<file path="config.mk">
export PLATFORM = sky130hd
export DESIGN_NAME = btc_reduce
export DESIGN_NICKNAME = d
export VERILOG_FILES = /design/src/hw/rtl/btc_pkg.sv /design/src/hw/rtl/btc_reduce.sv
export SDC_FILE = /design/constraint.sdc
export NUM_CORES = 1
export LEC_CHECK = 0
export ABC_CLOCK_PERIOD_IN_PS = 15600
export BUFFER_PORTS_ARGS = -buffer_cell sky130_fd_sc_hd__clkbuf_2
export CORE_MARGIN = 5
export CORE_UTILIZATION = 47
export CTS_CLUSTER_DIAMETER = 150
export DETAILED_ROUTE_END_ITERATION = 10
export PLACE_DENSITY = 0.61
export SLEW_MARGIN = 20
export SYNTH_ARGS = -nofsm -noshare
export SYNTH_HDL_FRONTEND = slang
export SYNTH_SLANG_ARGS = --single-unit
</file>
<file path="constraint.sdc">
create_clock -name clk -period 15.6 [get_ports clk]
set_clock_uncertainty 0.2 [all_clocks]
set_input_delay 2.34 -clock clk [delete_from_list [all_inputs] [get_ports clk]]
set_output_delay 2.34 -clock clk [all_outputs]
set_load 0.03 [all_outputs]
</file>
<file path="src/hw/rtl/btc_pkg.sv">
package btc_pkg;

  localparam int unsigned PRIME       = 10007;
  localparam int unsigned MOD_W       = 14;
  localparam int unsigned PROD_W      = 2 * MOD_W;
  localparam int unsigned QUO_W       = PROD_W - MOD_W + 1;
  localparam int unsigned COEF_W      = 20;
  localparam int unsigned EXP_W       = 10;
  localparam int unsigned TABLE_DEPTH = 1024;
  localparam int unsigned MUL_LAT     = 3;

  // Barrett constant, floor(2^28 / p)
  localparam int unsigned BARRETT_MU  = (1 << PROD_W) / PRIME;

  typedef struct packed {
    logic             bad;
    logic [EXP_W-1:0] n;
    logic [EXP_W-1:0] m;
  } side_t;

endpackage

</file>
<file path="src/hw/rtl/btc_reduce.sv">
module btc_reduce (
  input  logic                          clk,
  input  logic                          en,
  input  logic [btc_pkg::PROD_W-1:0]    x,
  output logic [btc_pkg::MOD_W-1:0]     r
);
  import btc_pkg::*;

  logic [PROD_W-1:0]   x_q;
  logic [QUO_W-1:0]    q_q;
  logic [2*QUO_W-1:0]  qm;
  logic [PROD_W:0]     qp;
  logic [QUO_W-1:0]    r0;
  logic [QUO_W-1:0]    r1;
  logic [QUO_W-1:0]    r2;

  // quotient estimate, low by at most two
  assign qm = (2*QUO_W)'(x[PROD_W-1:MOD_W-1]) * (2*QUO_W)'(BARRETT_MU);

  always_ff @(posedge clk) begin
    if (en) begin
      x_q <= x;
      q_q <= qm[2*QUO_W-1:QUO_W];
    end
  end

  assign qp = (PROD_W+1)'(q_q) * (PROD_W+1)'(PRIME);
  assign r0 = QUO_W'({1'b0, x_q} - qp);
  assign r1 = (r0 >= QUO_W'(PRIME)) ? r0 - QUO_W'(PRIME) : r0;
  assign r2 = (r1 >= QUO_W'(PRIME)) ? r1 - QUO_W'(PRIME) : r1;

  always_ff @(posedge clk) begin
    if (en) begin
      r <= MOD_W'(r2);
    end
  end
endmodule

</file>
Word-level counts from Yosys, hierarchy flattened
Cells that the tools add are included.
{ "op_classes": {"n_addsub": 3, "multipliers": 2, "order_cmp": 2, "mux": 2} }
{ "ops": {"columns": ["cell", "count"], "rows": [
  ["$ge A15 B14 Y1 const B", 2],
  ["$mul A15 B12 Y27 const B", 1],
  ["$mul A15 B14 Y15 const B", 1],
  ["$mux W15", 1],
  ["$sub A15 B14 Y15 const B", 1],
  ["$sub A15 B15 Y15", 1],
  ["$mux W14", 1],
  ["$sub A14 B14 Y14 const B", 1]
]} }
{ "word_totals": {"register_bits": 44, "inputBits": 30, "wordCells": 12} }

Logic depth before layout (Yosys ltp)
{ "logic_depth": {"ltp_word": 6, "ltp_mapped": 25, "depth_no_buf": 25} }

Worst setup path after synthesis
No wires, ideal clock.
{ "synth_path": {"path_kind": "input-to-reg", "from": "input port x[15] (netlist bit)", "to": "register q_q[14] (data pin)", "setup_time_ns": 0.260, "arrival_time_ns": 6.268, "path_slack_ns": 8.872, "cell_stages": 16, "n_path_buf": 0, "path_cell_list": "ha_1 > inv_1 > fa_1 > inv_1 > fa_1 > fa_1 > fa_1 > ha_1 > and3_1 > a21oi_1 > o211ai_1 > a31o_2 > o211a_1 > o21a_1 > nor2_1 > xnor2_1"} }
{ "synth_via": {"elab_chain_cells": 1} }
{ "synth_lines": {"columns": ["element", "line_no", "text"], "rows": [
  ["from (decl)", "btc_reduce.sv:4", "input logic [btc_pkg::PROD_W-1:0] x,"],
  ["$mul A15 B12 Y27", "btc_reduce.sv:18", "assign qm = (2*QUO_W)'(x[PROD_W-1:MOD_W-1]) * (2*QUO_W)'(BARRETT_MU);"],
  ["via qm[29]", "btc_reduce.sv:11", "logic [2*QUO_W-1:0] qm;"],
  ["to (signal assigned)", "btc_reduce.sv:23", "q_q <= qm[2*QUO_W-1:QUO_W];"],
  ["to (decl)", "btc_reduce.sv:10", "logic [QUO_W-1:0] q_q;"]
]} }
The timed path passes the listed nets, and every way through them passes these cells.
A chain may end at the register's enable or synchronous reset.

Final worst setup path
{ "layout_path": {"from": "register q_q[9]", "to": "register r[9] (netlist bit) (data pin)"} }
{ "layout_via": {"elab_chain_cells": 6, "elab_cells_between_ends": 8} }
{ "layout_lines": {"columns": ["element", "line_no", "text"], "rows": [
  ["$mul A15 B14 Y15 (*)", "btc_reduce.sv:27", "assign qp = (PROD_W+1)'(q_q) * (PROD_W+1)'(PRIME);"],
  ["$sub A15 B15 Y15 (*)", "btc_reduce.sv:28", "assign r0 = QUO_W'({1'b0, x_q} - qp);"],
  ["$sub A15 B14 Y15 / $ge A15 B14 Y1 (equally long branches)", "btc_reduce.sv:29", "assign r1 = (r0 >= QUO_W'(PRIME)) ? r0 - QUO_W'(PRIME) : r0;"],
  ["$mux W15 (*)", "btc_reduce.sv:29", null],
  ["$sub A14 B14 Y14 / $ge A15 B14 Y1 (equally long branches)", "btc_reduce.sv:30", "assign r2 = (r1 >= QUO_W'(PRIME)) ? r1 - QUO_W'(PRIME) : r1;"],
  ["$mux W14 (*)", "btc_reduce.sv:30", null],
  ["via r2[9]", "btc_reduce.sv:15", "logic [QUO_W-1:0] r2;"],
  ["to (signal assigned)", "btc_reduce.sv:34", "r <= MOD_W'(r2);"],
  ["to (decl)", "btc_reduce.sv:5", "output logic [btc_pkg::MOD_W-1:0] r"]
]} }
The timed path passes the listed nets; every way through them passes the cells marked *.

==> impl_metrics.tcl <==
set metrics [dict create \
    ff2ff_path_depth 24 \
    slew_violations 0 \
    final_cell_mix "inv_1 (181), ha_1 (151), fa_1 (84)" \
    clockBufferDepth 2 \
    core_area_um2 16700 \
    slew_headroom_pct 58.5 \
    die_y_um 141 \
    rsz0062_at_grt "no" \
    syn_to_final_growth_pct 7.66 \
    hold_slack_ps 780 \
    synthArstFlopShare_pct 0 \
    drt-total-wl_um 15500 \
    ctsHoldBuffers 0 \
    final.setup.tns_ps 0 \
    postCtsSetupBuffers 0 \
    track_usage_pct 16.8 \
    synthesis.area_per_instance_um2 9.89 \
    crit_arrival_ps 6960 \
    finalHoldViolations 0 \
    start_kind "flop" \
    timing.rr.end "r[9]" \
    setup_viol 0 \
    num_antenna_cells 0 \
    nets 1123 \
    antenna_found_initial 0 \
    gp_congestion 0.860 \
    synth_warnings 0 \
    pre_cts_ws_ps 8460 \
    synth_top_area_share_pct 23.4 \
    dominantRegCellSynth "edfxtp_1" \
    synth-seq-cells 44 \
    wire_per_inst_um 14.4 \
    crit_fanout 15 \
    dieArea_um2 19900 \
    clk-insertion-delay-late_ps 300 \
    cts_tree "built" \
    grt_max_degree 45 \
    hp-class "reg2reg" \
    clock-sinks 44 \
    cts.clk_slew.worst_paths_ps 70 \
    vias 5558 \
    fmax_mhz 140 \
    cp-end-kind "flop" \
    ant_nets 0 \
    critPathLaunch "q_q[9]" \
    overflow 0 \
    synth_nets 1080 \
    ioPinCount 44 \
    syn-cell-area_um2 8060 \
    worst_pin_slew_ps 622 \
    max_cap_violations 0 \
    fin_crit_ps 7130 \
    ctsRootBufferMaster "clkbuf_16" \
    initial_core_util_pct 48.3 \
    critPathKind "reg2reg" \
    portBuffers 43 \
    final_layout_size_suffix_gt1_share_pct 10.4 \
    yosysTopAreaCell "ha_1" \
    min_period_over_period_pct 45.7 \
    seq_area_frac_synth_pct 16.4 \
    rows 47 \
    worstPathRequired_ps 15430 \
    cts_resized 0 \
    r2r_slack_ps 8470 \
    drtIter0Drc 192 \
    viasPerCell 5.15 \
    outcome "complete, no violations" \
    post-dp-hpwl_um 13400 \
    fin_ws_ps 8470 \
    synth_edf_count 44 \
    ys_top_cells_by_area "ha_1 (23%), fa_1 (21%), edfxtp_1 (16%), inv_1 (8.4%), xnor2_1 (5.3%)" \
    drtPass1Iterations 4 \
    grt_pass1_wl_um 27100 \
    grt_pass1_vias 5659 \
    endpoint "r[9]" \
    cts_inserted_buffers 5 \
    layout_commonest_cell "inv_1" \
    fin_util_pct 52.0 \
    ys_types 78 \
    h-tree-depth 2 \
    route.detailed.drc 0 \
    synth_cells 815 \
    die_w_um 141 \
    r2r-start "q_q[9]" \
]
==> metrics by stage <==
stage,std cells,cell area (µm²)
3_5_place_dp,1071,8520
5_1_grt,1079,8680
2_1_floorplan,815,8060
4_1_cts,1079,8680
3_3_place_gp,1071,8520
6_report,1079,8680
==> synth_stat cells, drive strengths merged (3+ instances only) <==
cell type and instances:
nand3 12, inv 181, and3 10, o31a 3, nor4 5, o21a 11
buf 4, nor3 17, a211o 3, or2 6, nand2 32, nand3b 5
xor2 9, nor3b 3, o31ai 4, or3 6, o211ai 10, o221ai 3
fa 84, ha 151, nor2b 5, edfxtp 44, a21oi 34, a21o 7
nor2 35, clkbuf 4, xnor2 51, o21ai 26, nand2b 4, mux2i 4
a211oi 3, o2111ai 3, and2 4, nand4 5
==> flip-flops by register name, indices dropped and copies added (netlist names) <==
register,count
q_q,15
r,14
x_q,15
==> layout make-up <==
cell class	count	area, µm²
Fill cell	1587	8020
Multi-Input combinational cell	582	6020
Sequential cell	44	1320
Inverter	181	679
Tap cell	220	275
Timing Repair Buffer	44	223
Clock buffer	5	125
Clock inverter	3	37.5
==> kinds of logic (layout without fill, tap and decap cells) <==
logic type / Yosys count / after routing / synth area share, %
mux: 4 / 4 / 0.652
fa+ha+maj: 235 / 235 / 44.3
compound gates: 128 / 128 / 12.8
xor+xnor: 60 / 60 / 6.70
buf+inv: 189 / 233 / 8.95
simple gates: 155 / 155 / 10.2
flops: 44 / 44 / 16.4
==> critical path, stage by stage (launching register included) <==
cell	delay, ps
edfxtp_1	470
fa_1	540
inv_1	50
fa_1	470
inv_1	40
ha_1	280
ha_1	280
inv_1	60
fa_1	540
inv_1	70
fa_1	540
inv_1	40
ha_1	340
a21oi_1	360
and2_1	220
o21ai_0	110
o21a_1	200
o211ai_1	300
a32oi_4	120
o21ai_4	450
mux2i_4	390
a22oi_2	150
and3_1	210
o41ai_2	300
xnor2_1	110
==> metal layers <==
| metal | routed length [µm] | up-vias | part of all wire, % | GRT usage, % |
|---|---|---|---|---|
| met2 | 7440 | 71 | 48 | 28.6 |
| met5 | 0 | - | 0 | 0 |
| met4 | 201 | 0 | 1.3 | 3.57 |
| met1 | 7400 | 2638 | 48 | 22.5 |
| met3 | 487 | 11 | 3.1 | 3.01 |
| li1 | - | 2838 | - | - |
==> worst min path at each step <==
stage            from  endpoint  cells after the start
2_1_floorplan  x_q[1]      r[1]                      3
3_3_place_gp   x_q[1]      r[1]                      3
3_5_place_dp   x_q[1]      r[1]                      3
4_1_cts        x_q[1]      r[1]                      3
5_1_grt        x_q[1]      r[1]                      3
6_report       x_q[1]      r[1]                      3
Power is left out: the tool's default activity adds up to more than one toggle a clock period on the data nets, which glitch-free logic cannot reach.
