**config.mk**
```make
export PLATFORM = sky130hd
export DESIGN_NAME = btc_mulmod
export DESIGN_NICKNAME = d
export VERILOG_FILES = /design/src/hw/rtl/btc_pkg.sv /design/src/hw/rtl/btc_reduce.sv /design/src/hw/rtl/btc_mulmod.sv
export SDC_FILE = /design/constraint.sdc
export NUM_CORES = 1
export LEC_CHECK = 0
export ABC_AREA = 1
export BUFFER_PORTS_ARGS = -buffer_cell sky130_fd_sc_hd__buf_2
export CORE_ASPECT_RATIO = 0.75
export CORE_MARGIN = 3
export CORE_UTILIZATION = 35
export CTS_BUF_LIST = sky130_fd_sc_hd__clkbuf_4 sky130_fd_sc_hd__clkbuf_8
export CTS_CLUSTER_SIZE = 40
export DETAILED_ROUTE_END_ITERATION = 8
export GPL_ROUTABILITY_DRIVEN = 0
export PLACE_DENSITY_LB_ADDON = 0.05
export SYNTH_ARGS = -nofsm -noshare
export SYNTH_HDL_FRONTEND = slang
export SYNTH_SLANG_ARGS = --single-unit
```
**constraint.sdc**
```tcl
create_clock -name clk -period 9.1 [get_ports clk]
set_clock_uncertainty 0.15 [all_clocks]
set_input_delay 1.82 -clock clk [delete_from_list [all_inputs] [get_ports clk]]
set_output_delay 1.82 -clock clk [all_outputs]
set_load 0.005 [all_outputs]
```
**src/hw/rtl/btc_pkg.sv**
```systemverilog
package btc_pkg;

  localparam int unsigned PRIME       = 10007;
  localparam int unsigned MOD_W       = 14;
  localparam int unsigned PROD_W      = 2 * MOD_W;
  localparam int unsigned QUO_W       = PROD_W - MOD_W + 1;
  localparam int unsigned COEF_W      = 20;
  localparam int unsigned EXP_W       = 10;
  localparam int unsigned TABLE_DEPTH = 1024;
  localparam int unsigned MUL_LAT     = 3;

  // Barrett constant, floor(2^28 / p)
  localparam int unsigned BARRETT_MU  = (1 << PROD_W) / PRIME;

  typedef struct packed {
    logic             bad;
    logic [EXP_W-1:0] n;
    logic [EXP_W-1:0] m;
  } side_t;

endpackage

```
**src/hw/rtl/btc_reduce.sv**
```systemverilog
module btc_reduce (
  input  logic                          clk,
  input  logic                          en,
  input  logic [btc_pkg::PROD_W-1:0]    x,
  output logic [btc_pkg::MOD_W-1:0]     r
);
  import btc_pkg::*;

  logic [PROD_W-1:0]   x_q;
  logic [QUO_W-1:0]    q_q;
  logic [2*QUO_W-1:0]  qm;
  logic [PROD_W:0]     qp;
  logic [QUO_W-1:0]    r0;
  logic [QUO_W-1:0]    r1;
  logic [QUO_W-1:0]    r2;

  // quotient estimate, low by at most two
  assign qm = (2*QUO_W)'(x[PROD_W-1:MOD_W-1]) * (2*QUO_W)'(BARRETT_MU);

  always_ff @(posedge clk) begin
    if (en) begin
      x_q <= x;
      q_q <= qm[2*QUO_W-1:QUO_W];
    end
  end

  assign qp = (PROD_W+1)'(q_q) * (PROD_W+1)'(PRIME);
  assign r0 = QUO_W'({1'b0, x_q} - qp);
  assign r1 = (r0 >= QUO_W'(PRIME)) ? r0 - QUO_W'(PRIME) : r0;
  assign r2 = (r1 >= QUO_W'(PRIME)) ? r1 - QUO_W'(PRIME) : r1;

  always_ff @(posedge clk) begin
    if (en) begin
      r <= MOD_W'(r2);
    end
  end
endmodule

```
**src/hw/rtl/btc_mulmod.sv**
```systemverilog
module btc_mulmod (
  input  logic                       clk,
  input  logic                       en,
  input  logic [btc_pkg::MOD_W-1:0]  x,
  input  logic [btc_pkg::MOD_W-1:0]  y,
  output logic [btc_pkg::MOD_W-1:0]  r
);
  import btc_pkg::*;

  logic [PROD_W-1:0] prod;

  always_ff @(posedge clk) begin
    if (en) begin
      prod <= PROD_W'(x) * PROD_W'(y);
    end
  end

  btc_reduce u_red (.clk(clk), .en(en), .x(prod), .r(r));
endmodule

```
# Word level (Yosys, flattened, before mapping)
# Index checks and enable logic that the tools add are counted.
# word_totals
register_bits,72
output_inout_bits,14
word_cells,14
# classes
n_addsub,3
multipliers,3
order_cmp,2
n_mux,2
# ops
operator,n
"15-bit by 14-bit greater-or-equal comparator with 1-bit output, second input constant",2
14-bit by 14-bit multiplier with 28-bit output,1
"15-bit by 12-bit multiplier with 27-bit output, second input constant",1
"15-bit by 14-bit multiplier with 15-bit output, second input constant",1
15-bit two-way mux,1
"15-bit by 14-bit subtractor with 15-bit output, second input constant",1
15-bit subtractor,1
14-bit two-way mux,1
"14-bit subtractor, second input constant",1

# Depth between registers and ports, before layout
# logic_depth
word_depth,6
ltp_mapped,36

# Modules after synthesis
# Synthesis repeated with hierarchy kept, for this count alone.
# unflattened
hier_cells,2064
hier_area_um2,16341.9
# modules_own_cells
mod,n_inst,cells_per_inst,area_per_inst_um2,seq_area_each_um2
btc_reduce,1,984,8179.1,1321.3
btc_mulmod,1,1080,8162.8,840.8

# Worst setup path after synthesis
# No wires, ideal clock.
# synth_timing
kind,input to register
startpoint,input x[7] in the netlist's numbering
endpoint,register prod[25] (data pin)
setup_ps,259
arrival_ps,7152
setup_slack_ps,1539
cell_stages,23
path_cell_list,clkbuf_1 nand2_1 fa_1 inv_1 fa_1 inv_1 fa_1 inv_1 fa_1 fa_1 fa_1 ha_1 a21oi_1 o21ai_0 a21oi_1 o21ai_0 a21boi_0 o21ai_0 a21boi_0 o21ai_0 nand2_1 nand2_1 xor2_1
# synth_between
elab_chain_cells,1
# synth_rtl
item,line,text
start: declaration,btc_mulmod.sv:4,"input logic [btc_pkg::MOD_W-1:0] x,"
14-bit by 14-bit multiplier with 28-bit output,btc_mulmod.sv:14,prod <= PROD_W'(x) * PROD_W'(y);
end signal: assignment,btc_mulmod.sv:14,
end: declaration,btc_mulmod.sv:10,logic [PROD_W-1:0] prod;
# Every way passes these cells.
# A chain may end at the register's enable or synchronous reset.

# Final worst setup path
# layout_timing
startpoint,input y[2] in the netlist's numbering
endpoint,register prod[25] (data pin)
# layout_between
elab_chain_cells,1
# layout_rtl
item,line,text
start: declaration,btc_mulmod.sv:5,"input logic [btc_pkg::MOD_W-1:0] y,"
14-bit by 14-bit multiplier with 28-bit output,btc_mulmod.sv:14,
# Every way passes these cells.

==> impl_metrics.tcl <==
set metrics [dict create \
    area_of_the_mapped_netlist_sq_um 15400 \
    timing.critical_path.arrival_ps 7780 \
    cp-start-kind "primary input" \
    clock-root-buffer "sky130_fd_sc_hd__clkbuf_8" \
    route.final.wire_length_um 35600 \
    max-cap-violations 0 \
    hold_ws_ps 273 \
    total_grt_usage_pct 16.2 \
    worstHoldPathType "reg -> reg" \
    detailroute.wirelength.met2_um 15000 \
    async_flop_share_pct 0 \
    netlist_instances 1820 \
    finish.net_count 2340 \
    slew_headroom_pct 36.9 \
    ys_types 41 \
    grt_first_pass_wirelength_um 59800 \
    cts_inserted_buffers 9 \
    floorplan.die.width_um 248 \
    startpoint_of_the_most_critical_setup_path "y[2]" \
    layout-drive-gt1-share_pct 6.12 \
    placement.setup.worst_slack_ps 874 \
    floorplan.die.height_um 188 \
    antenna_found_initial 0 \
    vias_per_cell 4.48 \
    vias 10800 \
    clock_sink_count 72 \
    detailroute.wirelength.met3_um 1220 \
    synthesis.nets 2318 \
    n_antenna_cell 0 \
    critPathRequiredTime_ps 9080 \
    design.die.area_sq_um 46600 \
    crit_path_max_fanout 14 \
    synthFlopType "sky130_fd_sc_hd__edfxtp_1" \
    ctsHtreeMaxLevel 3 \
    drc 0 \
    design.core.area_sq_um 42800 \
    cts-resized-gates 0 \
    finalHoldViolCount 0 \
    final.setup.worst_slack_ps 1300 \
    cts-hold-fix-buffers 0 \
    top_signal_layer_used "met4" \
    start_util_pct 36.0 \
    critical_path_class "in -> reg" \
    grt-ovfl-total 0 \
    final_critical_path_share_of_the_clock_period_pct 85.7 \
    run_status "completed" \
    grt_start_max_net_pins 73 \
    ys_warn_count 0 \
    placement.io_buffers 43 \
    ys_seq_elements 72 \
    transition_time_at_the_pin_with_the_least_slew_margin_ps 947 \
    cts_tree "yes" \
    synth-edff-count 72 \
    dr.first_iter.drc_count 426 \
    wirelength_met1_um 19300 \
    number_of_setup_violations_in_the_final_report 0 \
    cp-end-kind "flip-flop" \
    grt_setup_unrepaired "false" \
    crit-reg2reg-launch "u_red.q_q[8]" \
    finalSetupTns_ps 0 \
    synth.yosys.seq_area_share_pct 14.0 \
    first_global_vias 11300 \
    row_cnt 65 \
    fmax_ghz 0.128 \
    hold_path_startpoint "prod[1]" \
    hpwlAfterDp_um 30700 \
    detail_route.wl_per_cell_um 14.7 \
    worstSkewPairLatency_ps 370 \
    firstDrtPassIters 4 \
    longest_clk_path_bufs 2 \
    clk_pin_slew_worst_paths_ps 100 \
    number_of_slew_limit_violations_in_the_final_report 0 \
    syn-mean-instance-area_sq_um 8.47 \
    cts_post_setup_buffers_inserted 0 \
    post-route-min-period_ps 7800 \
    io_pins 44 \
    area_growth_pct 6.43 \
    drtAntennaViolNets 0 \
]
==> sequential cells by signal, summed over array words and instances (netlist names) <==
| name | cells |
|---|---|
| prod | 28 |
| u_red.q_q | 15 |
| u_red.r | 14 |
| u_red.x_q | 15 |
==> metrics by stage <==
stage / std cells / instance area, sq um / utilization (%)
after floorplan: 1820 / 15400 / -
after global placement: 2400 / 16200 / 37.8
after detailed placement: 2400 / 16200 / 37.8
after CTS: 2416 / 16400 / 38.3
after global routing: 2416 / 16400 / 38.3
final: 2416 / 16400 / 38.3
==> cell families after synthesis <==
logic type | count (synthesis) | share of synthesized area [%]
compound gates | 104 | 3.96
xor+xnor | 72 | 4.21
buf+inv | 542 | 13.4
fa+ha+maj | 468 | 49.0
simple gates | 562 | 15.4
flops | 72 | 14.0
==> metal layers <==
layer	vias up	GRT usage, %
li1	5489	-
met1	5188	25.5
met2	138	24.3
met3	7	2.13
met4	0	1.47
met5	-	0
==> cell usage after synthesis (all sizes together) (3+ instances only) <==
cell type,n,area (sq um)
a21boi,4,30.0
a21oi,51,263
buf,4,43.8
clkbuf,28,105
edfxtp,72,2160
fa,225,4500
ha,243,3040
inv,510,1910
nand2,441,1750
nand3,52,280
nand3b,4,30.0
nand4,9,56.3
nor2,50,225
o211ai,3,22.5
o21a,3,22.5
o21ai,31,185
o21bai,5,37.5
xnor2,20,175
xor2,52,474
==> cell type report <==
cell class,count,area (sq um)
fill,4534,26400
multi-input combinational,1206,11200
sequential,72,2160
inverter,510,1910
tap,569,712
timing repair buffer,43,218
clock buffer,9,124
clock inverter,7,86.3
==> worst max-delay path, stage by stage <==
cell and delay [ps]:
sky130_fd_sc_hd__buf_2 310, sky130_fd_sc_hd__nand2_1 150, sky130_fd_sc_hd__fa_1 550, sky130_fd_sc_hd__inv_1 50, sky130_fd_sc_hd__fa_1 480, sky130_fd_sc_hd__inv_1 50
sky130_fd_sc_hd__fa_1 490, sky130_fd_sc_hd__inv_1 40, sky130_fd_sc_hd__ha_1 260, sky130_fd_sc_hd__inv_1 40, sky130_fd_sc_hd__fa_1 470, sky130_fd_sc_hd__inv_1 50
sky130_fd_sc_hd__fa_1 430, sky130_fd_sc_hd__ha_1 360, sky130_fd_sc_hd__nand2_1 90, sky130_fd_sc_hd__o21ai_0 300, sky130_fd_sc_hd__a21oi_1 160, sky130_fd_sc_hd__o21ai_0 380
sky130_fd_sc_hd__a21boi_0 220, sky130_fd_sc_hd__o21ai_0 340, sky130_fd_sc_hd__a21boi_0 200, sky130_fd_sc_hd__o21ai_0 310, sky130_fd_sc_hd__nand2_1 80, sky130_fd_sc_hd__nand2_1 80
sky130_fd_sc_hd__xor2_1 60
==> path summary, 6_finish.rpt <==
check            endpoint  slack, ps  cells past startpoint
max reg2reg    u_red.r[6]       2290                     30
min reg2reg  u_red.x_q[1]        270                      0
max              prod[25]       1300                     25
min          u_red.x_q[1]        270                      0
==> layout by cell type (no fill, tap or decap), drive strengths merged, types with 2 or more instances in the layout <==
master,n
nand3b,4
a21oi,51
o211ai,3
a31oi,2
clkbuf,9
o21a,3
nand3,52
and3,2
fa,225
inv,513
o21ai,31
nor3,2
xor2,52
nand2,441
buf,43
o21bai,5
edfxtp,72
a21boi,4
ha,243
o31ai,2
nand4,9
nor2,50
a21o,2
xnor2,20
clkinv,2
Power is not shown: default switching activity piles up to over one toggle a cycle in this logic, so the estimate is an artifact.
